<file path="src/rtl/cifa_pkg.sv">
// shared types, constants and helpers for the checked integer fold alu
// no dependencies
package cifa_pkg;

  localparam int W        = 64;
  localparam int VALUE_W  = 64;
  localparam int KIND_W   = 5;
  localparam int STATUS_W = 2;
  localparam int SH_W     = $clog2(W);
  localparam int H        = (W + 1) / 2;
  localparam int CNT_W    = $clog2(W);
  localparam int FQ_DEPTH = 4;
  localparam int FQ_PTR_W = $clog2(FQ_DEPTH);

  typedef enum logic [KIND_W-1:0] {
    K_ADD = 5'd0, K_SUB = 5'd1, K_MUL = 5'd2, K_DIV = 5'd3, K_MOD = 5'd4,
    K_AND = 5'd5, K_OR = 5'd6, K_XOR = 5'd7, K_SHL = 5'd8, K_SHR = 5'd9,
    K_EQ = 5'd10, K_NE = 5'd11, K_GT = 5'd12, K_LT = 5'd13, K_GE = 5'd14,
    K_LE = 5'd15, K_NEG = 5'd16, K_NOT = 5'd17
  } kind_t;

  typedef enum logic [STATUS_W-1:0] {
    ST_OK = 2'd0, ST_OVF = 2'd1, ST_DIV0 = 2'd2, ST_SHIFT = 2'd3
  } status_t;

  typedef enum logic [1:0] {
    CL_SIMPLE = 2'd0, CL_MUL = 2'd1, CL_DIV = 2'd2
  } cls_t;

  typedef enum logic [1:0] {
    BK_IDLE = 2'd0, BK_MUL = 2'd1, BK_DIV = 2'd2, BK_FIN = 2'd3
  } bk_state_t;

  typedef struct packed {
    cls_t          cls;
    logic          is_mod;
    logic          neg_res;
    logic [W-1:0]  ma;
    logic [W-1:0]  mb;
    logic [W-1:0]  val;
    status_t       st;
  } q_entry_t;

  function automatic logic [VALUE_W-1:0] sext(input logic [W-1:0] x);
    logic signed [VALUE_W-1:0] r;
    r = VALUE_W'($signed(x));
    return r;
  endfunction

endpackage

</file>
<file path="src/rtl/cifa_fifo.sv">
// short queue of decoded beats between front and back parts
// uses cifa_pkg
module cifa_fifo (
  input  logic               clk,
  input  logic               rst_n,
  input  logic               push,
  input  cifa_pkg::q_entry_t wdata,
  output logic               full,
  input  logic               pop,
  output cifa_pkg::q_entry_t rdata,
  output logic               empty
);

  localparam int PW = cifa_pkg::FQ_PTR_W;

  cifa_pkg::q_entry_t mem [cifa_pkg::FQ_DEPTH];
  logic [PW-1:0] wptr_r, rptr_r;
  logic [PW:0]   cnt_r;

  assign full  = (cnt_r == (PW+1)'(cifa_pkg::FQ_DEPTH));
  assign empty = (cnt_r == '0);
  assign rdata = mem[rptr_r];

  always_ff @(posedge clk) begin
    if (!rst_n) begin
      wptr_r <= '0;
      rptr_r <= '0;
      cnt_r  <= '0;
    end else begin
      if (push) wptr_r <= wptr_r + 1'b1;
      if (pop)  rptr_r <= rptr_r + 1'b1;
      cnt_r <= cnt_r + (PW+1)'(push) - (PW+1)'(pop);
    end
  end

  always_ff @(posedge clk) begin
    if (push) mem[wptr_r] <= wdata;
  end

endmodule

</file>
<file path="config.mk">
export PLATFORM = sky130hd
export DESIGN_NAME = cifa_fifo
export DESIGN_NICKNAME = d
export VERILOG_FILES = /design/src/rtl/cifa_pkg.sv /design/src/rtl/cifa_fifo.sv
export SDC_FILE = /design/constraint.sdc
export NUM_CORES = 1
export LEC_CHECK = 0
export ABC_AREA = 1
export BUFFER_PORTS_ARGS = -buffer_cell sky130_fd_sc_hd__buf_2
export CORE_MARGIN = 2
export CORE_UTILIZATION = 54
export CTS_BUF_LIST = sky130_fd_sc_hd__clkbuf_4
export CTS_CLUSTER_SIZE = 30
export DETAILED_ROUTE_END_ITERATION = 10
export PLACE_DENSITY = 0.83
export SLEW_MARGIN = 20
export SYNTH_ARGS = -nofsm -noshare
export SYNTH_HDL_FRONTEND = slang
export SYNTH_SLANG_ARGS = --single-unit
</file>
<file path="constraint.sdc">
create_clock -name clk -period 5.4 [get_ports clk]
set_clock_uncertainty 0.15 [all_clocks]
set_input_delay 0.54 -clock clk [delete_from_list [all_inputs] [get_ports clk]]
set_output_delay 0.54 -clock clk [all_outputs]
set_load 0.01 [all_outputs]
</file>
Yosys cells after proc, flatten, opt, wreduce, memory -nomap -nowiden
Memories as Yosys holds them, arrays and structs flattened. A register that Yosys moved wholly into a read port is not among the register bits.
Index checks and enable logic that the tools add are counted.
{"block": "totals", "ff_bits": 7, "latchBits": 0, "ram_bits": 792, "rom_bits": 0, "out_inout_bits": 200, "word_cells": 14, "memories": 1}
{"block": "classes", "addsub": 4, "multipliers": 0, "n_div": 0, "order_cmp": 0, "n_eq_ne": 1, "n_shift": 0, "mux": 4, "bitwise_logic": 0, "n_reduce_logical": 1}
{"memory": "mem", "depth": 4, "word_bits": 198, "rd": 1, "rd_clocked_by_memory_dff": 1, "wr": 1, "line": "cifa_fifo.sv:16", "rtl": "cifa_pkg::q_entry_t mem [cifa_pkg::FQ_DEPTH];"}
{"operator": "adder 2 x 1 -> 2 bit, second input constant", "n": 2}
{"operator": "2-to-1 mux 2 bit", "n": 2}
{"operator": "adder 3 x 1 -> 3 bit", "n": 1}
{"operator": "== test 3 bit, second input constant", "n": 1}
{"operator": "zero test 3 bit", "n": 1}
{"operator": "subtractor 3 x 1 -> 3 bit", "n": 1}
{"operator": "2-to-1 mux 1 bit", "n": 2}

Logic depth before layout (Yosys ltp)
{"block": "depth", "depth_word": 3, "depth_mapped": 8}

Worst setup path before layout
OpenSTA, ideal clock, no wires.
{"block": "synth_path", "kind": "register to register", "start": "register wptr_r[0]", "end": "memory mem[2][0] (netlist bit) (enable)", "setup_ps": 550, "t_arrival_ps": 4389, "slack_ps": 311, "stages_incl_launch_ff": 5, "n_path_buf": 0, "period_less_slack_ps": 5089, "path_cell_list": "dfxtp_1 inv_1 ha_1 nand2_1 inv_1"}
{"element": "start, declared", "line": "cifa_fifo.sv:17", "rtl": "logic [PW-1:0] wptr_r, rptr_r;"}
{"element": "start signal, assigned", "line": "cifa_fifo.sv:30", "rtl": "if (push) wptr_r <= wptr_r + 1'b1;"}
{"element": "end, declared", "line": "cifa_fifo.sv:16"}
Straight into the memory's write port.

==> results.cfg <==
[grt]
grt_max_degree = 109
grt_overflow = 0
grt_pass1_wl_um = 118000
antenna_found_initial = 12
grt_pass1_vias = 22535
grt.total_usage_pct = 24.5

[clock_tree]
holdBufCountCts = 223
path_clk_slew_ns = 0.08
clockBufferDepth = 3
htree_num_levels = 4
cts_sinks = 801
cts_root_buffer = clkbuf_4
post-cts-setup-buffer-count = 0
cts_tree = done
clock_latency_ns = 0.98
cts_resized = 0
numCtsBuffers = 193

[setup_path]
worstPathCellList = buf_4, nand2_1, o211ai_1, nand2_1, buf_2
cpLargestDelayFamily = flip-flops
critPathRequiredTime_ns = 4.71
crit_arrival_ns = 3.39
cpPeakStageDelay_ns = 1.02
cp-start-kind = flip-flop
cpMostUsedCell = nand2_1
cp_slowest_cell = dfxtp_4
cp_max_fo = 75
path_buf_inv = 2
endpoint_kind = output pin
path_class = flip-flop to output pin

[sta]
worst_pin_slew_ns = 1.07
tns_ns = 0
drv_slew = 0
setup_viol = 0
fmax_mhz = 245
finalHoldViolations = 0
timing.slew.headroom_pct = 28.5
min_period_ns = 4.08
timing.final.crit_share_pct = 75.6
rsz0062_at_grt = false

[yosys]
yosysSeqAreaShare_pct = 74.0
syn_nets = 2574
synth-compound-area-share_pct = 13.1
syn_inst = 2365
avgSynthCellArea_um2 = 13.7
synth_xor_area_share_pct = 0
synth_fa_ha_area_share_pct = 0.294
synth_area_mm2 = 0.0324
yosys_register_bits = 801
synth_top_family_by_area = compound AO/OA/AOI/OAI gates
yosys.area_share.simple_pct = 4.76
yosysWarnings = 0
yosysUniqueCellTypes = 21
synth.mux.area_fraction_pct = 0

[hold_path]
hold_path.class = input port to flip-flop

[final_layout]
nFillCells = 3758
area_growth_pct = 21.9
fin_nets = 3295
final_common_cell = edfxtp_1
drive_above_1_share_pct = 29.1
final_cell_mix = 792 x edfxtp_1, 407 x inv_1, 406 x nand2_1, 401 x buf_2, 285 x clkbuf_4

[drt]
num_vias = 21493
viasPerCell = 5.36
ant_nets = 0
drtIter0Drc = 1508
totalWireLength_um = 76300
drtPass1Iterations = 5
drcViolationCount = 0
avgRoutedWirePerCell_um = 19.0

[placement]
portBuffers = 401
hpwl_um = 40400
gp_congestion = 0.794

[status]
status = complete, no violations

[run]
maxCapViolations = 0

[floorplan]
core_area_mm2 = 0.0591
die_y_um = 249
rows = 89
boundaryPins = 402
dieArea_mm2 = 0.0619
start_util_pct = 54.8
fp.dieW_um = 249

[pwr]
power_density_mw_per_mm2 = 346
total_power_uw = 13700
ir_drop_mv = 0.241
p_leak_uw = 0.0155
path summary, 6_finish.rpt:
path                                 start          end  slack, ns  cells past startpoint
worst max-delay path             flip-flop     rdata[2]       1.32                      5
worst min-delay path            wdata[189]  mem[2][189]       0.14                      2
worst max register to register   wptr_r[0]   mem[3][67]       2.85                      4
worst min register to register   rptr_r[1]    flip-flop       0.31                      2
worst reg2reg max path, cell delays in order, from the launching register on:
cell and delay [ns]:
dfxtp_1 0.37, ha_1 0.16, nand2_1 0.12, inv_8 0.60, buf_12 0.64
cell type report:
class / count / area (µm²) / share of cell area (%)
repair buffers: 658 / 4620 / 11.7
well taps: 773 / 967 / 2.45
multi-input cells: 1021 / 5890 / 14.9
clock inverters: 48 / 283 / 0.716
clock buffers: 285 / 2140 / 5.42
inverters: 411 / 1570 / 3.98
diodes: 13 / 32.5 / 0.0824
flip-flops and latches: 801 / 24000 / 60.7
through the flow:
stage	hold WS (ns)	utilization, %	area (µm²)	setup WS (ns)	std cells
floorplan	0.286	-	32400	0.311	2365
global placement	0.289	58.8	34800	2.55	3441
detailed placement	0.310	58.8	34800	2.46	3441
CTS	0.00155	66.7	39400	1.26	3997
global route	0.0303	66.8	39500	1.01	4010
finish	0.137	66.8	39500	1.32	4010
synth_stat cells:
cell type  number  share of area [%]
edfxtp_1      792                 73
inv_1         411                4.8
nand2_1       406                4.7
o211ai_1      198                4.6
a21oi_2       196                5.3
o21ai_1       196                3.0
buf_2          65                1.0
buf_6          37                1.3
buf_4          25               0.58
dfxtp_1         9               0.56
a21oi_1         8               0.12
ha_1            6               0.23
o21ai_0         6              0.093
clkbuf_1        2              0.023
nor2_1          2              0.023
buf_12          1              0.062
buf_8           1              0.046
clkbuf_4        1              0.023
fa_1            1              0.062
nand3_1         1              0.015
nor3_1          1              0.015
flip-flops by register name, summed over array words and instances, names as in the netlist, named ones only:
| name | flops |
|---|---|
| mem | 792 |
| cnt_r | 3 |
| rptr_r | 2 |
| wptr_r | 2 |
power by group:
part	switching, µW	internal (µW)	leakage, µW
Combinational	963	558	0.00670
Clock	2410	2510	0.00144
Sequential	102	7110	0.00735
logic make-up after synthesis:
group                    after synthesis
AND/OR/NAND/NOR                      410
flip-flops                           801
adder cells (fa/ha/maj)                7
buffers and inverters                543
AO/OA/AOI/OAI                        604
metal layers:
layer,vias up,global-route usage (%),share of wire [%]
met2,933,43.4,53
met3,262,6.50,6.5
met5,-,0,0.020
met1,10447,26.2,36
li1,9849,-,-
met4,2,15.2,5.3
Power figures use the tool's default switching activity.
