### src/rtl/cifa_pkg.sv
// shared types, constants and helpers for the checked integer fold alu
// no dependencies
package cifa_pkg;

  localparam int W        = 64;
  localparam int VALUE_W  = 64;
  localparam int KIND_W   = 5;
  localparam int STATUS_W = 2;
  localparam int SH_W     = $clog2(W);
  localparam int H        = (W + 1) / 2;
  localparam int CNT_W    = $clog2(W);
  localparam int FQ_DEPTH = 4;
  localparam int FQ_PTR_W = $clog2(FQ_DEPTH);

  typedef enum logic [KIND_W-1:0] {
    K_ADD = 5'd0, K_SUB = 5'd1, K_MUL = 5'd2, K_DIV = 5'd3, K_MOD = 5'd4,
    K_AND = 5'd5, K_OR = 5'd6, K_XOR = 5'd7, K_SHL = 5'd8, K_SHR = 5'd9,
    K_EQ = 5'd10, K_NE = 5'd11, K_GT = 5'd12, K_LT = 5'd13, K_GE = 5'd14,
    K_LE = 5'd15, K_NEG = 5'd16, K_NOT = 5'd17
  } kind_t;

  typedef enum logic [STATUS_W-1:0] {
    ST_OK = 2'd0, ST_OVF = 2'd1, ST_DIV0 = 2'd2, ST_SHIFT = 2'd3
  } status_t;

  typedef enum logic [1:0] {
    CL_SIMPLE = 2'd0, CL_MUL = 2'd1, CL_DIV = 2'd2
  } cls_t;

  typedef enum logic [1:0] {
    BK_IDLE = 2'd0, BK_MUL = 2'd1, BK_DIV = 2'd2, BK_FIN = 2'd3
  } bk_state_t;

  typedef struct packed {
    cls_t          cls;
    logic          is_mod;
    logic          neg_res;
    logic [W-1:0]  ma;
    logic [W-1:0]  mb;
    logic [W-1:0]  val;
    status_t       st;
  } q_entry_t;

  function automatic logic [VALUE_W-1:0] sext(input logic [W-1:0] x);
    logic signed [VALUE_W-1:0] r;
    r = VALUE_W'($signed(x));
    return r;
  endfunction

endpackage

### src/rtl/cifa_back.sv
// back part: multi-cycle multiply and divide, result register
// uses cifa_pkg
module cifa_back (
  input  logic                             clk,
  input  logic                             rst_n,
  input  logic                             empty,
  input  cifa_pkg::q_entry_t               head,
  output logic                             pop,
  output logic                             out_tvalid,
  input  logic                             out_tready,
  output logic [cifa_pkg::VALUE_W-1:0]     out_tdata,
  output logic [cifa_pkg::STATUS_W-1:0]    out_tuser
);

  localparam int W  = cifa_pkg::W;
  localparam int H  = cifa_pkg::H;
  localparam int CW = cifa_pkg::CNT_W;

  cifa_pkg::bk_state_t state_r, state_nxt;

  logic [W-1:0]   op_a_r, op_b_r, rem_r, quo_r;
  logic           is_mod_r, neg_r, is_mul_r;
  logic [2:0]     mcnt_r;
  logic [1:0]     psel_r;
  logic [2*H-1:0] prod_r;
  logic [4*H-1:0] acc_r, addend;
  logic [CW-1:0]  dcnt_r;
  logic [2*H-1:0] pa, pb;
  logic [H-1:0]   fa, fb;
  logic [W:0]     trial;
  logic           ge;

  logic                             out_valid_r;
  logic [cifa_pkg::VALUE_W-1:0]     out_value_r;
  cifa_pkg::status_t                out_status_r;

  logic              out_free, load_out;
  logic [W-1:0]      lval, lo, limit, res;
  cifa_pkg::status_t lst;

  assign out_tvalid = out_valid_r;
  assign out_tdata  = out_value_r;
  assign out_tuser  = out_status_r;
  assign out_free   = !out_valid_r || out_tready;

  always_comb begin
    pa = (2*H)'(op_a_r);
    pb = (2*H)'(op_b_r);
    case (mcnt_r[1:0])
      2'd0:    begin fa = pa[H-1:0];   fb = pb[H-1:0];   end
      2'd1:    begin fa = pa[H-1:0];   fb = pb[2*H-1:H]; end
      2'd2:    begin fa = pa[2*H-1:H]; fb = pb[H-1:0];   end
      default: begin fa = pa[2*H-1:H]; fb = pb[2*H-1:H]; end
    endcase
    case (psel_r)
      2'd0:    addend = (4*H)'(prod_r);
      2'd3:    addend = (4*H)'(prod_r) << (2*H);
      default: addend = (4*H)'(prod_r) << H;
    endcase
    trial = {rem_r, quo_r[W-1]};
    ge    = (trial >= {1'b0, op_b_r});
  end

  always_comb begin
    lo    = acc_r[W-1:0];
    limit = neg_r ? {1'b1, {(W-1){1'b0}}} : {1'b0, {(W-1){1'b1}}};
    res   = '0;
    lst   = cifa_pkg::ST_OK;
    if (is_mul_r) begin
      if ((|acc_r[4*H-1:W]) || lo > limit) lst = cifa_pkg::ST_OVF;
      else res = neg_r ? (~lo + 1'b1) : lo;
    end else if (is_mod_r) begin
      res = neg_r ? (~rem_r + 1'b1) : rem_r;
    end else begin
      res = neg_r ? (~quo_r + 1'b1) : quo_r;
    end
  end

  always_comb begin
    state_nxt = state_r;
    pop       = 1'b0;
    load_out  = 1'b0;
    lval      = head.val;
    case (state_r)
      cifa_pkg::BK_IDLE: begin
        if (!empty) begin
          case (head.cls)
            cifa_pkg::CL_MUL: begin
              pop       = 1'b1;
              state_nxt = cifa_pkg::BK_MUL;
            end
            cifa_pkg::CL_DIV: begin
              pop       = 1'b1;
              state_nxt = cifa_pkg::BK_DIV;
            end
            default: begin
              if (out_free) begin
                pop      = 1'b1;
                load_out = 1'b1;
              end
            end
          endcase
        end
      end
      cifa_pkg::BK_MUL: begin
        if (mcnt_r == 3'd4) state_nxt = cifa_pkg::BK_FIN;
      end
      cifa_pkg::BK_DIV: begin
        if (dcnt_r == CW'(W-1)) state_nxt = cifa_pkg::BK_FIN;
      end
      cifa_pkg::BK_FIN: begin
        lval = res;
        if (out_free) begin
          load_out  = 1'b1;
          state_nxt = cifa_pkg::BK_IDLE;
        end
      end
      default: state_nxt = cifa_pkg::BK_IDLE;
    endcase
  end

  always_ff @(posedge clk) begin
    if (!rst_n) state_r <= cifa_pkg::BK_IDLE;
    else state_r <= state_nxt;
  end

  always_ff @(posedge clk) begin
    if (!rst_n) begin
      out_valid_r <= 1'b0;
      mcnt_r      <= '0;
      dcnt_r      <= '0;
    end else begin
      if (load_out) out_valid_r <= 1'b1;
      else if (out_tready) out_valid_r <= 1'b0;
      if (pop) begin
        mcnt_r <= '0;
        dcnt_r <= '0;
      end else begin
        if (state_r == cifa_pkg::BK_MUL) mcnt_r <= mcnt_r + 1'b1;
        if (state_r == cifa_pkg::BK_DIV) dcnt_r <= dcnt_r + 1'b1;
      end
    end
  end

  always_ff @(posedge clk) begin
    if (load_out) begin
      if (state_r == cifa_pkg::BK_FIN) begin
        out_status_r <= lst;
        out_value_r  <= (lst == cifa_pkg::ST_OK) ? cifa_pkg::sext(lval) : '0;
      end else begin
        out_status_r <= head.st;
        out_value_r  <= (head.st == cifa_pkg::ST_OK) ? cifa_pkg::sext(lval) : '0;
      end
    end
    if (pop) begin
      op_a_r   <= head.ma;
      op_b_r   <= head.mb;
      is_mod_r <= head.is_mod;
      neg_r    <= head.neg_res;
      is_mul_r <= (head.cls == cifa_pkg::CL_MUL);
      acc_r    <= '0;
      rem_r    <= '0;
      quo_r    <= head.ma;
    end
    if (state_r == cifa_pkg::BK_MUL) begin
      if (mcnt_r != 3'd4) begin
        prod_r <= fa * fb;
        psel_r <= mcnt_r[1:0];
      end
      if (mcnt_r != 3'd0) acc_r <= acc_r + addend;
    end
    if (state_r == cifa_pkg::BK_DIV) begin
      rem_r <= ge ? W'(trial - {1'b0, op_b_r}) : trial[W-1:0];
      quo_r <= {quo_r[W-2:0], ge};
    end
  end

  a_no_pop_busy: assert property (@(posedge clk) disable iff (!rst_n)
    (state_r != cifa_pkg::BK_IDLE) |-> !pop)
    else $error("queue popped while back part busy");

  a_mcnt_range: assert property (@(posedge clk) disable iff (!rst_n)
    (state_r == cifa_pkg::BK_MUL) |-> (mcnt_r <= 3'd4))
    else $error("multiply step count out of range");

  a_fail_zero: assert property (@(posedge clk) disable iff (!rst_n)
    (out_valid_r && out_status_r != cifa_pkg::ST_OK) |-> (out_value_r == '0))
    else $error("failed fold carries a nonzero value");

endmodule
### config.mk
export PLATFORM = sky130hd
export DESIGN_NAME = cifa_back
export DESIGN_NICKNAME = d
export VERILOG_FILES = /design/src/rtl/cifa_pkg.sv /design/src/rtl/cifa_back.sv
export SDC_FILE = /design/constraint.sdc
export NUM_CORES = 2
export LEC_CHECK = 0
export ABC_AREA = 1
export BUFFER_PORTS_ARGS = -buffer_cell sky130_fd_sc_hd__buf_2
export CORE_ASPECT_RATIO = 0.8
export CORE_MARGIN = 8
export CORE_UTILIZATION = 60
export CTS_BUF_LIST = sky130_fd_sc_hd__clkbuf_8
export CTS_CLUSTER_DIAMETER = 40
export CTS_CLUSTER_SIZE = 28
export DETAILED_ROUTE_END_ITERATION = 12
export PLACE_DENSITY = 0.84
export SYNTH_ARGS = -nofsm -noshare
export SYNTH_HDL_FRONTEND = slang
export SYNTH_SLANG_ARGS = --single-unit
export TNS_END_PERCENT = 50
### constraint.sdc
create_clock -name clk -period 11.1 [get_ports clk]
set_clock_uncertainty 0.2 [all_clocks]
set_input_delay 2.22 -clock clk [delete_from_list [all_inputs] [get_ports clk]]
set_output_delay 2.22 -clock clk [all_outputs]
set_load 0.01 [all_outputs]
# Word-level counts from Yosys, hierarchy flattened
# Index checks and enable logic that the tools add are counted.
[classes]
add_sub_neg = 7
multipliers = 1
n_lt_le_gt_ge = 2
n_eq_ne = 16
n_mux = 40
bitwise = 4
n_reduce_logical = 18
[op_table]
columns = ["operator", "n"]
rows = [
  ["$mux W64", 16],
  ["$mux W128", 3],
  ["$pmux W128 S2", 1],
  ["$add A64 B1 Y64 const B", 3],
  ["$not A64 Y64", 3],
  ["$add A128 B128 Y128", 1],
  ["$ge A65 B64 Y1", 1],
  ["$gt A64 B64 Y1", 1],
  ["$mul A32 B32 Y64", 1],
  ["$mux W32", 2],
  ["$reduce_or A64 Y1", 1],
  ["$sub A64 B64 Y64", 1],
  ["$eq A2 B2 Y1 const B", 5],
  ["$logic_not A2 Y1", 5],
  ["$mux W1", 10],
  ["$mux W2", 5],
  ["$ne A2 B2 Y1 const B", 4],
  ["$pmux W2 S4", 1],
  ["$reduce_or A2 Y1", 4],
  ["$add A6 B1 Y6 const B", 1],
  ["$eq A2 B1 Y1 const B", 3],
  ["$eq A6 B6 Y1 const B", 1],
  ["$reduce_and A5 Y1", 1],
  ["$pmux W2 S2", 1],
  ["11 further kinds", 13],
]
[totals]
reg_bits = 531
input_bits = 202
output_inout_bits = 68
word_cells = 104

# Logic depth before layout (Yosys ltp)
[logic_depth]
ltp_word = 9
depth_mapped = 37
mapped_depth_nobuf = 35

# Worst setup path after synthesis
# Ideal clock, no wire load.
[synth_timing]
kind = "input to register"
from = "in head[196] in the netlist's numbering"
to = "reg out_value_r, in the netlist out_tdata[0] (enable)"
setup_ps = 591
arrival_time_ps = 7399
required_time_ps = 10309
slack_ps = 2910
cell_stages = 4
n_path_buf = 0
path_cell_list = "inv_1 -> ha_1 -> nand3_1 -> a211oi_1"
[synth_via]
elab_chain_cells = 5
elab_cells_between_ends = 6
cone_classes = "eq/ne (2); mux (3); reduce/logical (1)"
[synth_rtl]
columns = ["item", "line", "source"]
rows = [
  ["start, declared", "cifa_back.sv:7", "input cifa_pkg::q_entry_t head,"],
  ["$eq A2 B1 Y1 or $eq A2 B2 Y1 (tied branches)", "cifa_back.sv:87", "case (head.cls)"],
  ["$reduce_or A2 Y1 (no line) (*)", "n/a", ""],
  ["$mux W1 (*)", "cifa_back.sv:87", ""],
  ["$mux W1 (*)", "cifa_back.sv:86", "if (!empty) begin"],
  ["$pmux W1 S2 (*)", "cifa_back.sv:84", "case (state_r)"],
  ["named net load_out", "cifa_back.sv:37", "logic out_free, load_out;"],
  ["end signal, assigned", "cifa_back.sv:149", "out_value_r <= (lst == cifa_pkg::ST_OK) ? cifa_pkg::sext(lval) : '0;"],
  ["end signal, assigned", "cifa_back.sv:152", "out_value_r <= (head.st == cifa_pkg::ST_OK) ? cifa_pkg::sext(lval) : '0;"],
  ["end, declared", "cifa_back.sv:34", "logic [cifa_pkg::VALUE_W-1:0] out_value_r;"],
]
# The timed path passes the listed nets; every way through them passes the cells marked *.
# A chain may end at the register's enable or synchronous reset.

# Worst setup path in the final report
[layout_timing]
from = "reg mcnt_r[0]"
to = "reg prod_r[63], data pin"
[layout_via]
elab_chain_cells = 4
elab_cells_between_ends = 8
cone_classes = "mul (1); eq/ne (2); mux (2); reduce/logical (3)"
[layout_rtl]
columns = ["item", "line", "source"]
rows = [
  ["start, declared", "cifa_back.sv:23", "logic [2:0] mcnt_r;"],
  ["start signal, assigned", "cifa_back.sv:139", "if (state_r == cifa_pkg::BK_MUL) mcnt_r <= mcnt_r + 1'b1;"],
  ["$eq A2 B1 Y1 (tied with other cells)", "cifa_back.sv:49", "case (mcnt_r[1:0])"],
  ["$reduce_or A2 Y1 (no line)", "n/a", ""],
  ["$mux W32", "cifa_back.sv:49", ""],
  ["$mul A32 B32 Y64 (*)", "cifa_back.sv:167", "prod_r <= fa * fb;"],
  ["end signal, assigned", "cifa_back.sv:167", ""],
  ["end, declared", "cifa_back.sv:25", "logic [2*H-1:0] prod_r;"],
]
# Every way passes the cells marked *; elsewhere a longest branch is shown, timed or not.

==> impl_results.md <==
- Worst slack at placement: just under 1000 ps
- Min-Delay Startpoint: acc_r[89]$_DFF_P_
- Worst path slowest cell: clkinv_1
- Critical R2R Capture: prod_r[63]$_DFFE_PP_
- Clk root buf: clkbuf_8
- CP Data Required Time: 11570 ps
- Setup bufs post-CTS: 0
- Hold Path Stages: 2
- Worst slew pin tran: 1350 ps
- Crit start category: flip-flop
- Max_slew headroom: 9.33%
- Synth Net Count: 12800
- Worst Hold Path EP: acc_r[89]$_DFF_P_
- Yosys top cell area share: 22.7%
- Reg2Reg Depth: 29
- Mean Syn Cell Area: 7.08 um^2
- CTS resizes: 0
- DIE WIDTH: 422 um
- Clock latency on the worst-skew pair: 940 ps
- Worst setup EP type: flip-flop
- Die H: 341 um
- Total Nets Final: 13000
- Mapped Area: 79000 um^2
- TritonCTS Buffers: 94
- CP Buf/Inv Count: 8
- Max FO, Critical Path: 41
- Sequential area share after synthesis: 18.4%
- Slowest stage delay, CP: approximately 970 ps
- Final Non-Filler Cells: about 13000
- Setup TNS: 0 ps
- Status: completed
- DR pass1 iterations: 9
- Crit path time final: approximately 11000 ps
- R2R Path Start: mcnt_r[0]$_SDFFE_PP0P_
- Row cnt: 119
- P&R area growth vs syn: 6.95%
- Fill count: 11700
- Layout cells sized above 1: 6.36%
- Post-synth top area cell: fa_1
- Htree depth: 3
- Core area: 131000 um^2
- Initial antenna violation count: 18
- Number of global-route vias before repair: just over 80000
- Family with the most delay on the worst path: adder cells
- Worst EP arrival: 11190 ps
- Global-route wire length before repair: 511000 um
- Overflow after GRT: 0
- I/O pin total: 270
- Vias per inst: 6.31
- Clock Sinks: 531
- Dpl hpwl: 293000 um
- Initial DRC count: between 10000 and 15000
- DRC Markers: 0
- Setup WS post-layout: 380 ps
- Routed Antenna Nets: 0
- Max-slew violations: 0
- Max-cap violations: 0
- Die ar.: 144000 um^2
- Largest net degree at the start of global routing: roughly 200
- Worst-path clk slew: ~80 ps
- Dpl cells: 13000
- Fmax: roughly 93 MHz
- Number of synthesized register bits: between 500 and 600
- Wirelength per Cell: 27.0 um
- Fin crit share: 96.6%
- Post-Route WL: ~360000 um
- CTS tree: built
- Dominant cells by area after synthesis: fa_1 23%, edfxtp_1 15%, nand2_1 12%
- Synthesis warning total: 0
- Unrepaired setup endpoints after global routing: no
- Final core occ: 64.5%
- Gpl congestion: around 1.2
- Number of hold buffers added after cts: 0
- CP Class: flip-flop to flip-flop
- Vias: 83100
- Fin. Hold Viols: 0
- Initial Util: between 60% and 70%
- Final setup vio count: 0
- Min-delay worst type: flip-flop to flip-flop
- IO buf count: 269
- Post-Syn Instances: 11200
- Netlist cell types: 61
- Reg-to-reg slack, setup: around 380 ps
- Clock Tree Buf Depth: 3
- GRT Overall Usage: 47.7%
[metrics by stage]
step                hold WS, ps  instance area (um^2)
floorplan                   256                 79000
global placement            271                 82300
detailed placement          284                 82300
CTS                         293                 84500
global route                316                 84500
finish                      299                 84500
[layout make-up]
cell class / instances / area, um^2 / area share (%)
clock inverters: 76 / 813 / 0.962
repair buffers: 406 / 2400 / 2.84
flip-flops and latches: 531 / 14500 / 17.2
clock buffers: 97 / 1340 / 1.58
multi-input cells: 8383 / 56000 / 66.2
inverters: 1922 / 7220 / 8.54
well taps: 1754 / 2190 / 2.60
diodes: 16 / 40.0 / 0.0474
[synthesized netlist by cell type (all sizes together)]
| master | instances |
|---|---|
| o21bai | 42 |
| a21boi | 20 |
| xnor2 | 77 |
| a221oi | 3 |
| ha | 534 |
| o21a | 28 |
| inv | 1909 |
| o21ai | 647 |
| nor2 | 1768 |
| buf | 55 |
| edfxtp | 391 |
| o2111a | 1 |
| clkinv | 13 |
| a211oi | 5 |
| a21oi | 596 |
| o22ai | 66 |
| nand3b | 38 |
| or2 | 15 |
| a31o | 5 |
| nor3 | 73 |
| nand4 | 95 |
| and2 | 2 |
| clkbuf | 273 |
| nand3 | 621 |
| o32a | 1 |
| o211ai | 16 |
| a21o | 31 |
| o31ai | 9 |
| fa | 898 |
| xor2 | 119 |
| a31oi | 28 |
| dfxtp | 140 |
| o2111ai | 2 |
| and3 | 6 |
| nor3b | 2 |
| nor4 | 21 |
| o311ai | 4 |
| nand2 | 2609 |
| o221ai | 1 |
[tightest hold or removal path: stages (launching register included)]
cell and delay (ps):
dfxtp_1 330, nand3_1 80, nand2_1 50
[kinds of logic (layout without fill, tap and decap cells)]
family | Yosys count | count (layout) | share of synthesized area [%]
compound gates | 1505 | 1505 | 10.3
xor+xnor | 196 | 196 | 2.17
fa+ha+maj | 1432 | 1432 | 31.2
buf+inv | 2250 | 2501 | 10.9
flops | 531 | 531 | 18.4
other cells | 0 | 16 | 0
simple gates | 5250 | 5250 | 27.0
[metal layers]
| layer | up-vias | routed length (um) | track usage, % | part of all wire [%] |
|---|---|---|---|---|
| met5 | - | 455 | 1.73 | 0.13 |
| met4 | 18 | 30800 | 30.8 | 8.6 |
| met3 | 1654 | 61300 | 21.3 | 17 |
| met2 | 7142 | 140000 | 67.2 | 39 |
| met1 | 38800 | 124000 | 59.0 | 35 |
| li1 | 35500 | - | - | - |
[how the worst max path moves through the flow]
stage,start,endpoint,cells after the start
after floorplan,head[196],out_tdata[0]$_DFFE_PP_,4
after global placement,mcnt_r[0]$_SDFFE_PP0P_,prod_r[63]$_DFFE_PP_,29
after detailed placement,mcnt_r[0]$_SDFFE_PP0P_,prod_r[63]$_DFFE_PP_,29
after CTS,mcnt_r[0]$_SDFFE_PP0P_,prod_r[63]$_DFFE_PP_,29
after global routing,mcnt_r[0]$_SDFFE_PP0P_,prod_r[63]$_DFFE_PP_,29
final,mcnt_r[0]$_SDFFE_PP0P_,prod_r[63]$_DFFE_PP_,29
[state kept, by name, summed over array words and instances, names as in the netlist]
register and cells:
dcnt_r 6, is_mul_r 1, psel_r 2, is_mod_r 1, op_a_r 64, rem_r 64, state_r 2, out_tvalid 1
op_b_r 64, quo_r 64, neg_r 1, acc_r 128, mcnt_r 3, out_tuser 2, out_tdata 64, prod_r 64
[placed cells by master (no fill, tap or decap), types with 16 or more instances in the layout]
master    instances
a21boi_0         18
a21o_1           31
a21oi_1         590
a31oi_1          28
buf_2           269
buf_4           135
clkbuf_8         97
clkinv_1         18
dfxtp_1         140
diode_2          16
edfxtp_1        391
fa_1            898
ha_1            533
inv_1          1889
inv_2            23
nand2_1        2545
nand2_2          59
nand3_1         618
nand3b_1         38
nand4_1          95
nor2_1         1756
nor3_1           72
nor4_1           20
o211ai_1         16
o21a_1           28
o21ai_0         563
o21ai_1          60
o21ai_2          21
o21bai_1         42
o22ai_1          66
xnor2_1          77
xor2_1          119
Power is left out: the tool's default activity adds up to more than one toggle a clock period on the data nets, which glitch-free logic cannot reach.
